`src/design/wsfc_pkg.sv`:
```
// shared types, sizes and the bit-weight function for the weighted-sum frame checker
// no dependencies; every other design file refers to this package by scoped names

package wsfc_pkg;

	localparam int FRAME_BYTES = 16;
	localparam int CHECK_BYTES = 4;
	localparam int DATA_BYTES = FRAME_BYTES - CHECK_BYTES;
	localparam int PAYLOAD_BYTES = 12;
	localparam int DATA_STORE = (DATA_BYTES < PAYLOAD_BYTES) ? DATA_BYTES : PAYLOAD_BYTES;
	localparam int LOW_CHECK_BYTES = CHECK_BYTES - 1;
	localparam int CHECK_W = 8 * CHECK_BYTES;
	localparam int WORD_W = 32;

	localparam int POS_W = $clog2(FRAME_BYTES);
	localparam int WEIGHT_MAX = 36;
	localparam int WEIGHT_W = $clog2(WEIGHT_MAX + 1);
	localparam int SUM_MAX = WEIGHT_MAX * DATA_BYTES * (DATA_BYTES + 1) / 2;
	localparam int SUM_W = $clog2(SUM_MAX + 1);
	localparam int PROD_W = POS_W + WEIGHT_W;

	typedef logic [POS_W-1:0] pos_t;
	typedef logic [SUM_W-1:0] sum_t;
	typedef logic [WEIGHT_W-1:0] weight_t;

	// one byte beat as held in the input register
	typedef struct packed {
		logic [7:0] rx_byte;
		weight_t    weight;
	} step_t;

	typedef struct packed {
		logic              frame_ok;
		logic [WORD_W-1:0] payload_word0;
		logic [WORD_W-1:0] payload_word1;
		logic [WORD_W-1:0] payload_word2;
	} result_t;

	// sum of (b+1) over the set bits b of a byte
	function automatic weight_t bit_weight(input logic [7:0] v);
		weight_t w;
		w = '0;
		for (int b = 0; b < 8; b++) begin
			if (v[b]) begin
				w = w + weight_t'(b + 1);
			end
		end
		return w;
	endfunction

endpackage

```
`src/design/weighted_sum_frame_checker_unit.sv`:
```
// top level of the weighted-sum frame checker: input stage, frame core, result register
// depends on wsfc_pkg, wsfc_in_stage and wsfc_core
//
//  channel  | handshake            | payload
//  ---------+----------------------+----------------------------------------------
//  in       | in_valid / in_ready  | rx_byte (8)
//  out      | out_valid / out_ready| frame_ok (1), payload_word0..2 (32 each)
//
// one byte beat per cycle sustained unless a pending result stalls the input; a byte is
// registered, then framed and summed in the core as it leaves the input register, and a
// frame result is loaded into the result register as the last check byte leaves it
// the running sum is 12 bits wide, one add of a registered weight scaled by its position per data beat
// reset clears framing position, sum, drop flag and both valid bits; stores are not cleared
// a pending result only stalls the input when the next byte would itself end a frame

module weighted_sum_frame_checker_unit (
	input  logic        clk,
	input  logic        arst_n,
	input  logic        in_valid,
	output logic        in_ready,
	input  logic [7:0]  rx_byte,
	output logic        out_valid,
	input  logic        out_ready,
	output logic        frame_ok,
	output logic [31:0] payload_word0,
	output logic [31:0] payload_word1,
	output logic [31:0] payload_word2
);

	logic              s1_valid;
	wsfc_pkg::step_t   step_s1;
	logic              emit;
	wsfc_pkg::result_t result;
	wsfc_pkg::result_t result_q;
	logic              out_valid_q;
	logic              advance;

	// registered byte beat plus its bit weight
	wsfc_in_stage u_in_stage (
		.clk      (clk),
		.arst_n   (arst_n),
		.in_valid (in_valid),
		.in_ready (in_ready),
		.rx_byte  (rx_byte),
		.advance  (advance),
		.s1_valid (s1_valid),
		.step_s1  (step_s1)
	);

	// the held byte moves on unless it ends a frame and the result slot is still full
	assign advance = s1_valid && (!emit || !out_valid_q || out_ready);

	wsfc_core u_core (
		.clk    (clk),
		.arst_n (arst_n),
		.fire   (advance),
		.step   (step_s1),
		.emit   (emit),
		.result (result)
	);

	// result register, refilled in the same cycle it drains
	always_ff @(posedge clk or negedge arst_n) begin
		if (!arst_n) begin
			out_valid_q <= 1'b0;
		end else if (advance && emit) begin
			out_valid_q <= 1'b1;
		end else if (out_ready) begin
			out_valid_q <= 1'b0;
		end
	end

	always_ff @(posedge clk) begin
		if (advance && emit) begin
			result_q <= result;
		end
	end

	assign out_valid = out_valid_q;
	assign frame_ok = result_q.frame_ok;
	assign payload_word0 = result_q.payload_word0;
	assign payload_word1 = result_q.payload_word1;
	assign payload_word2 = result_q.payload_word2;

	a_result_loaded: assert property (@(posedge clk) disable iff (!arst_n)
		advance && emit |=> out_valid_q)
		else $error("frame result not loaded into the result register");

	a_stall_keeps_byte: assert property (@(posedge clk) disable iff (!arst_n)
		s1_valid && !advance |=> s1_valid)
		else $error("stalled byte lost from the input register");

	a_stall_only_on_frame_end: assert property (@(posedge clk) disable iff (!arst_n)
		s1_valid && !advance |-> emit && out_valid_q && !out_ready)
		else $error("input stage stalled without a blocked frame result");

endmodule

```
`src/design/wsfc_in_stage.sv`:
```
// input register of the frame checker: holds one byte beat and its bit weight
// depends on wsfc_pkg

module wsfc_in_stage (
	input  logic               clk,
	input  logic               arst_n,
	input  logic               in_valid,
	output logic               in_ready,
	input  logic [7:0]         rx_byte,
	input  logic               advance,
	output logic               s1_valid,
	output wsfc_pkg::step_t    step_s1
);

	logic valid_s1;

	assign in_ready = !valid_s1 || advance;
	assign s1_valid = valid_s1;

	always_ff @(posedge clk or negedge arst_n) begin
		if (!arst_n) begin
			valid_s1 <= 1'b0;
		end else if (in_ready) begin
			valid_s1 <= in_valid;
		end
	end

	always_ff @(posedge clk) begin
		if (in_valid && in_ready) begin
			step_s1.rx_byte <= rx_byte;
			step_s1.weight <= wsfc_pkg::bit_weight(rx_byte);
		end
	end

endmodule

```
`src/design/wsfc_core.sv`:
```
// framing state, weighted sum, payload and check-byte stores of the frame checker
// depends on wsfc_pkg

module wsfc_core (
	input  logic                clk,
	input  logic                arst_n,
	input  logic                fire,
	input  wsfc_pkg::step_t     step,
	output logic                emit,
	output wsfc_pkg::result_t   result
);

	wsfc_pkg::pos_t pos_q;
	logic           drop_q;
	wsfc_pkg::sum_t sum_q;
	logic [7:0]     store_q [wsfc_pkg::DATA_STORE];
	logic [7:0]     check_low_q [wsfc_pkg::LOW_CHECK_BYTES];

	logic                               is_last;
	logic                               is_data;
	logic                               ok;
	logic [wsfc_pkg::PROD_W-1:0]        prod;
	wsfc_pkg::sum_t                     sum_next;
	logic [8*wsfc_pkg::PAYLOAD_BYTES-1:0] payload_flat;
	logic [wsfc_pkg::CHECK_W-1:0]       check_word;

	assign is_last = pos_q >= wsfc_pkg::pos_t'(wsfc_pkg::FRAME_BYTES - 1);
	assign is_data = pos_q < wsfc_pkg::pos_t'(wsfc_pkg::DATA_BYTES);
	assign emit = !drop_q && is_last;

	// weight of this byte scaled by its 1-based position
	assign prod = wsfc_pkg::PROD_W'(pos_q + wsfc_pkg::pos_t'(1)) * wsfc_pkg::PROD_W'(step.weight);
	assign sum_next = sum_q + wsfc_pkg::sum_t'(prod);

	assign check_word = {step.rx_byte, check_low_q[2], check_low_q[1], check_low_q[0]};
	assign ok = check_word == wsfc_pkg::CHECK_W'(sum_q);

	always_ff @(posedge clk or negedge arst_n) begin
		if (!arst_n) begin
			pos_q <= '0;
			drop_q <= 1'b0;
			sum_q <= '0;
		end else if (fire) begin
			if (drop_q) begin
				drop_q <= 1'b0;
			end else if (is_last) begin
				pos_q <= '0;
				sum_q <= '0;
				drop_q <= !ok;
			end else begin
				pos_q <= pos_q + wsfc_pkg::pos_t'(1);
				if (is_data) begin
					sum_q <= sum_next;
				end
			end
		end
	end

	// data bytes land at the store entry of their frame position, the first three check bytes past the data region
	for (genvar e = 0; e < wsfc_pkg::DATA_STORE; e++) begin : g_store
		always_ff @(posedge clk) begin
			if (fire && !drop_q && pos_q == wsfc_pkg::pos_t'(e)) begin
				store_q[e] <= step.rx_byte;
			end
		end
	end

	for (genvar k = 0; k < wsfc_pkg::LOW_CHECK_BYTES; k++) begin : g_check
		always_ff @(posedge clk) begin
			if (fire && !drop_q && pos_q == wsfc_pkg::pos_t'(wsfc_pkg::DATA_BYTES + k)) begin
				check_low_q[k] <= step.rx_byte;
			end
		end
	end

	// payload bytes past the data region read zero
	for (genvar i = 0; i < wsfc_pkg::PAYLOAD_BYTES; i++) begin : g_pack
		if (i < wsfc_pkg::DATA_STORE) begin : g_live
			assign payload_flat[8*i +: 8] = store_q[i];
		end else begin : g_zero
			assign payload_flat[8*i +: 8] = 8'h00;
		end
	end

	assign result.frame_ok = ok;
	assign result.payload_word0 = payload_flat[31:0];
	assign result.payload_word1 = payload_flat[63:32];
	assign result.payload_word2 = payload_flat[95:64];

	a_fail_sets_drop: assert property (@(posedge clk) disable iff (!arst_n)
		fire && emit && !ok |=> drop_q)
		else $error("failed frame did not arm the byte drop");

	a_frame_restart: assert property (@(posedge clk) disable iff (!arst_n)
		fire && emit |=> pos_q == '0 && sum_q == '0)
		else $error("framing state not cleared after a frame");

	a_drop_holds_frame: assert property (@(posedge clk) disable iff (!arst_n)
		fire && drop_q |=> !drop_q && $stable(pos_q) && $stable(sum_q))
		else $error("dropped byte disturbed the framing state");

endmodule
```
`config.mk`:
```
export PLATFORM = sky130hd
export DESIGN_NAME = weighted_sum_frame_checker_unit
export DESIGN_NICKNAME = d
export VERILOG_FILES = /design/src/design/wsfc_pkg.sv /design/src/design/weighted_sum_frame_checker_unit.sv /design/src/design/wsfc_in_stage.sv /design/src/design/wsfc_core.sv
export SDC_FILE = /design/constraint.sdc
export NUM_CORES = 1
export LEC_CHECK = 0
export BUFFER_PORTS_ARGS = -buffer_cell sky130_fd_sc_hd__buf_2
export CORE_UTILIZATION = 49
export DETAILED_ROUTE_END_ITERATION = 12
export PLACE_DENSITY = 0.76
export SETUP_SLACK_MARGIN = 0.2
export SYNTH_ARGS = -nofsm -noshare
export SYNTH_HDL_FRONTEND = slang
export SYNTH_SLANG_ARGS = --single-unit
```
`constraint.sdc`:
```
create_clock -name clk -period 6.9 [get_ports clk]
set_input_delay 1.38 -clock clk [delete_from_list [all_inputs] [get_ports clk]]
set_output_delay 1.38 -clock clk [all_outputs]
set_load 0.005 [all_outputs]
```
==> results.sh <==
export IMPL_leakage_nw=4.258
export IMPL_globalplace_congestion=0.8609
export IMPL_cts_sinks=250
export IMPL_crit_path_end_kind="flip-flop"
export IMPL_grt_ovfl_total=0
export IMPL_timing_max_cap_violations=0
export IMPL_worstPathCellList="ha_1 > and3_1 > nand2_1 > fa_1 > fa_1 > fa_1 > inv_1 > ha_1 > a21o_1 > a21oi_1 > o21bai_1 > a21oi_1 > xnor2_1 > ha_1 > a21oi_1 > nand2_1 > a21oi_1 > nor4_1 > a221oi_1 > o211ai_1"
export IMPL_fin_area_um2=11470
export IMPL_worst_pin_slew_ns=1.128
export IMPL_syn_nets=630
export IMPL_p_comb_frac=0.403
export IMPL_clockRootBuffer="clkbuf_16"
export IMPL_die_h_um=143.6
export IMPL_hold_buffers=0
export IMPL_post_cts_buffers=0
export IMPL_drcViolationCount=0
export IMPL_synthToLayoutAreaGrowth_pct=16.81
export IMPL_relSlewSlack=0.2464
export IMPL_core_area_um2=19530
export IMPL_cp_arrival_ns=6.05
export IMPL_die_area_um2=20620
export IMPL_ys_ff_latch=250
export IMPL_crit_slowest_cell="fa_1"
export IMPL_post_drt_via_cell_ratio=5.194
export IMPL_seq_power_share=0.363
export IMPL_floorplan_rows=51
export IMPL_diodes=0
export IMPL_path_delay_family="adder cells"
export IMPL_cts_buffers=23
export IMPL_syn_area_um2=9823
export IMPL_synth_edf_count=231
export IMPL_synth_yosys_warnings=0
export IMPL_ios=111
export IMPL_port_buffers=110
export IMPL_switching_power_mw=1.806
export IMPL_cp_required_ns=7.26
export IMPL_hold_class="flip-flop to flip-flop"
export IMPL_ant_nets=0
export IMPL_p_sw_frac=0.3390
export IMPL_outcome="finished clean"
export IMPL_finClkSkew_ns=0.006385
export IMPL_vias=5106
export IMPL_criticalPathCategory="flip-flop to flip-flop"
export IMPL_slew_violations=0
export IMPL_async_reset_ff_frac=0.07600
export IMPL_synthCells=568
export IMPL_post_dp_cell_area_um2=10720
export IMPL_clockBufferDepth=3
export IMPL_start_util=0.5031
export IMPL_grt_usage=0.1698
export IMPL_drtPass1Iterations=5
export IMPL_post_place_ws_ns=1.288
export IMPL_ys_types=57
export IMPL_max_stage_delay_ns=0.55
export IMPL_final_core_util=0.5877
export IMPL_fmax_mhz=175.8
export IMPL_ir_drop_uv=340.7
export IMPL_rsz0062_at_grt="no"
export IMPL_clk_pin_slew_ns=0.06
export IMPL_setup_violations=0
export IMPL_syn_mean_instance_area_um2=17.29
export IMPL_drt_wl_total_um=17590
export IMPL_cts_resized_gates=0
export IMPL_routedWlPerCell_um=17.90
export IMPL_path_buf_inv=1
export IMPL_hold_viol=0
export IMPL_final_cells=983
export IMPL_dp_cells=942
export IMPL_grt_pass1_vias=4983
export IMPL_layout_nets=764
export IMPL_drive_gt1_frac=0.2201
export IMPL_grt_max_degree=73
export IMPL_cp_max_fo=9
export IMPL_ys_flop_type="edfxtp_1"
export IMPL_tns_ns=0
export IMPL_dp_hpwl_um=12190
export IMPL_pwr_share_clk=0.235
export IMPL_ys_seq_area_frac=0.7546
export IMPL_tritoncts="built"
export IMPL_fin_ws_ns=1.212
export IMPL_min_period_ns=5.688
export IMPL_power_density_nw_per_um2=464.3
export IMPL_grt_first_pass_wirelength_um=26430
export IMPL_intPower_mw=3.522
export IMPL_grt_antenna_before_repair=0
export IMPL_clk_latency_ns=0.49
export IMPL_first_iter_violations=278
export IMPL_die_w_um=143.6
export IMPL_htreeDepth=1
export IMPL_worst_setup_path_start_kind="flip-flop"
export IMPL_crit_path_frequent_cell="a21oi_1"
export IMPL_period_share=0.8243
## layout make-up
cell class | instances | area [um^2]
Tap cell | 265 | 331.6
Timing Repair Buffer | 117 | 603.1
Clock inverter | 8 | 118.9
Fill cell | 1459 | 8051
Inverter | 26 | 98.84
Clock buffer | 33 | 633.1
Multi-Input combinational cell | 284 | 2277
Sequential cell | 250 | 7412
## flip-flops by register name, indices dropped and copies added (netlist names)
| signal | count |
|---|---|
| u_in_stage.s1_valid | 1 |
| u_core.store_q | 96 |
| u_core.pos_q | 4 |
| payload_word0 | 32 |
| out_valid | 1 |
| frame_ok | 1 |
| u_core.drop_q | 1 |
| payload_word2 | 32 |
| u_in_stage.step_s1 | 14 |
| u_core.check_low_q | 24 |
| u_core.sum_q | 12 |
| payload_word1 | 32 |
## metal layers
| metal | wire length (um) | track usage | vias to the layer above |
|---|---|---|---|
| met4 | 283 | 0.04703 | 0 |
| met1 | 7500 | 0.2130 | 2526 |
| li1 | - | - | 2396 |
| met3 | 903 | 0.02333 | 25 |
| met2 | 8906 | 0.3071 | 159 |
| met5 | 0 | 0 | - |
## cell families (layout without fill, tap and decap cells)
kind of cell	after synthesis	after routing	synth area share
flip-flops	250	250	0.7546
AND/OR/NAND/NOR	125	125	0.07044
AO/OA/AOI/OAI	61	61	0.04509
adder cells (fa/ha/maj)	50	50	0.07286
XOR/XNOR	45	45	0.04012
buffers and inverters	34	184	0.01363
multiplexers	3	3	0.003312
## path summary, 6_finish.rpt
kind / to / startpoint / cells after the start / slack [ns]
worst max-delay path: u_core.sum_q[10] / u_core.pos_q[0] / 20 / 1.21
worst min-delay path: payload_word1[12] / u_core.store_q[1][12] / 0 / 0.41
worst max register to register: u_core.sum_q[10] / u_core.pos_q[0] / 20 / 1.21
worst min register to register: payload_word1[12] / u_core.store_q[1][12] / 0 / 0.41
max in group asynchronous: u_core.pos_q[1] / arst_n / 1 / 5.75
min in group asynchronous: u_core.sum_q[6] / arst_n / 1 / 0.83
## stage by stage
| step | hold slack (ns) | power [mW] |
|---|---|---|
| 6_report | 0.4142 | 5.328 |
| 5_1_grt | 0.4203 | 5.673 |
| 4_1_cts | 0.4165 | 5.341 |
| 3_5_place_dp | 0.4045 | 4.079 |
| 3_3_place_gp | 0.4016 | 3.981 |
| 2_1_floorplan | 0.4003 | 3.612 |
## cell usage after synthesis, drive strengths merged (4+ instances only)
cell type	count	area share
edfxtp	231	0.71
ha	38	0.048
and2	30	0.019
xnor2	30	0.027
inv	26	0.0099
nand2	25	0.0096
dfrtp	19	0.048
nor2	16	0.0061
nor2b	15	0.0096
xor2	15	0.013
fa	12	0.024
a21oi	11	0.0056
o21ai	10	0.0051
nand3	7	0.0036
nor4	7	0.0051
clkbuf	5	0.0019
a21o	4	0.0031
a22o	4	0.0036
a32o	4	0.0041
nand2b	4	0.0025
nand4	4	0.0025
nor3	4	0.0020
o21a	4	0.0031
## placed cells by master (no fill, tap or decap), types with 6 or more instances in the layout
cell	synthesis	routed
nand2_1	25	25
xnor2_1	30	30
inv_1	26	25
nor2b_1	15	15
fa_1	12	12
nor2_1	16	16
clkbuf_16	0	23
edfxtp_1	231	231
clkbuf_1	5	8
xor2_1	15	15
nor4_1	6	6
o21ai_0	9	9
dfrtp_1	19	19
and2_1	29	29
buf_2	2	110
nand3_1	7	7
a21oi_1	11	11
buf_4	1	7
ha_1	38	38
## power groups by stage
stage               Combinational, mW  Clock, mW  Sequential (mW)
finish                           2.15       1.25             1.93
detailed placement               2.11          0             1.97
global route                     2.40       1.33             1.95
CTS                              2.14       1.27             1.93
global placement                 2.02          0             1.96
floorplan                        1.69          0             1.92
## worst reg2reg max path, cell delays in order, from the launching register on
cell	delay, ns
dfrtp_1	0.49
ha_1	0.35
and3_1	0.44
nand2_1	0.14
fa_1	0.52
fa_1	0.52
fa_1	0.55
inv_1	0.04
ha_1	0.32
a21o_1	0.16
a21oi_1	0.21
o21bai_1	0.08
a21oi_1	0.19
xnor2_1	0.17
ha_1	0.33
a21oi_1	0.26
nand2_1	0.11
a21oi_1	0.24
nor4_1	0.08
a221oi_1	0.23
o211ai_1	0.12
(Power assumes the default switching activity.)
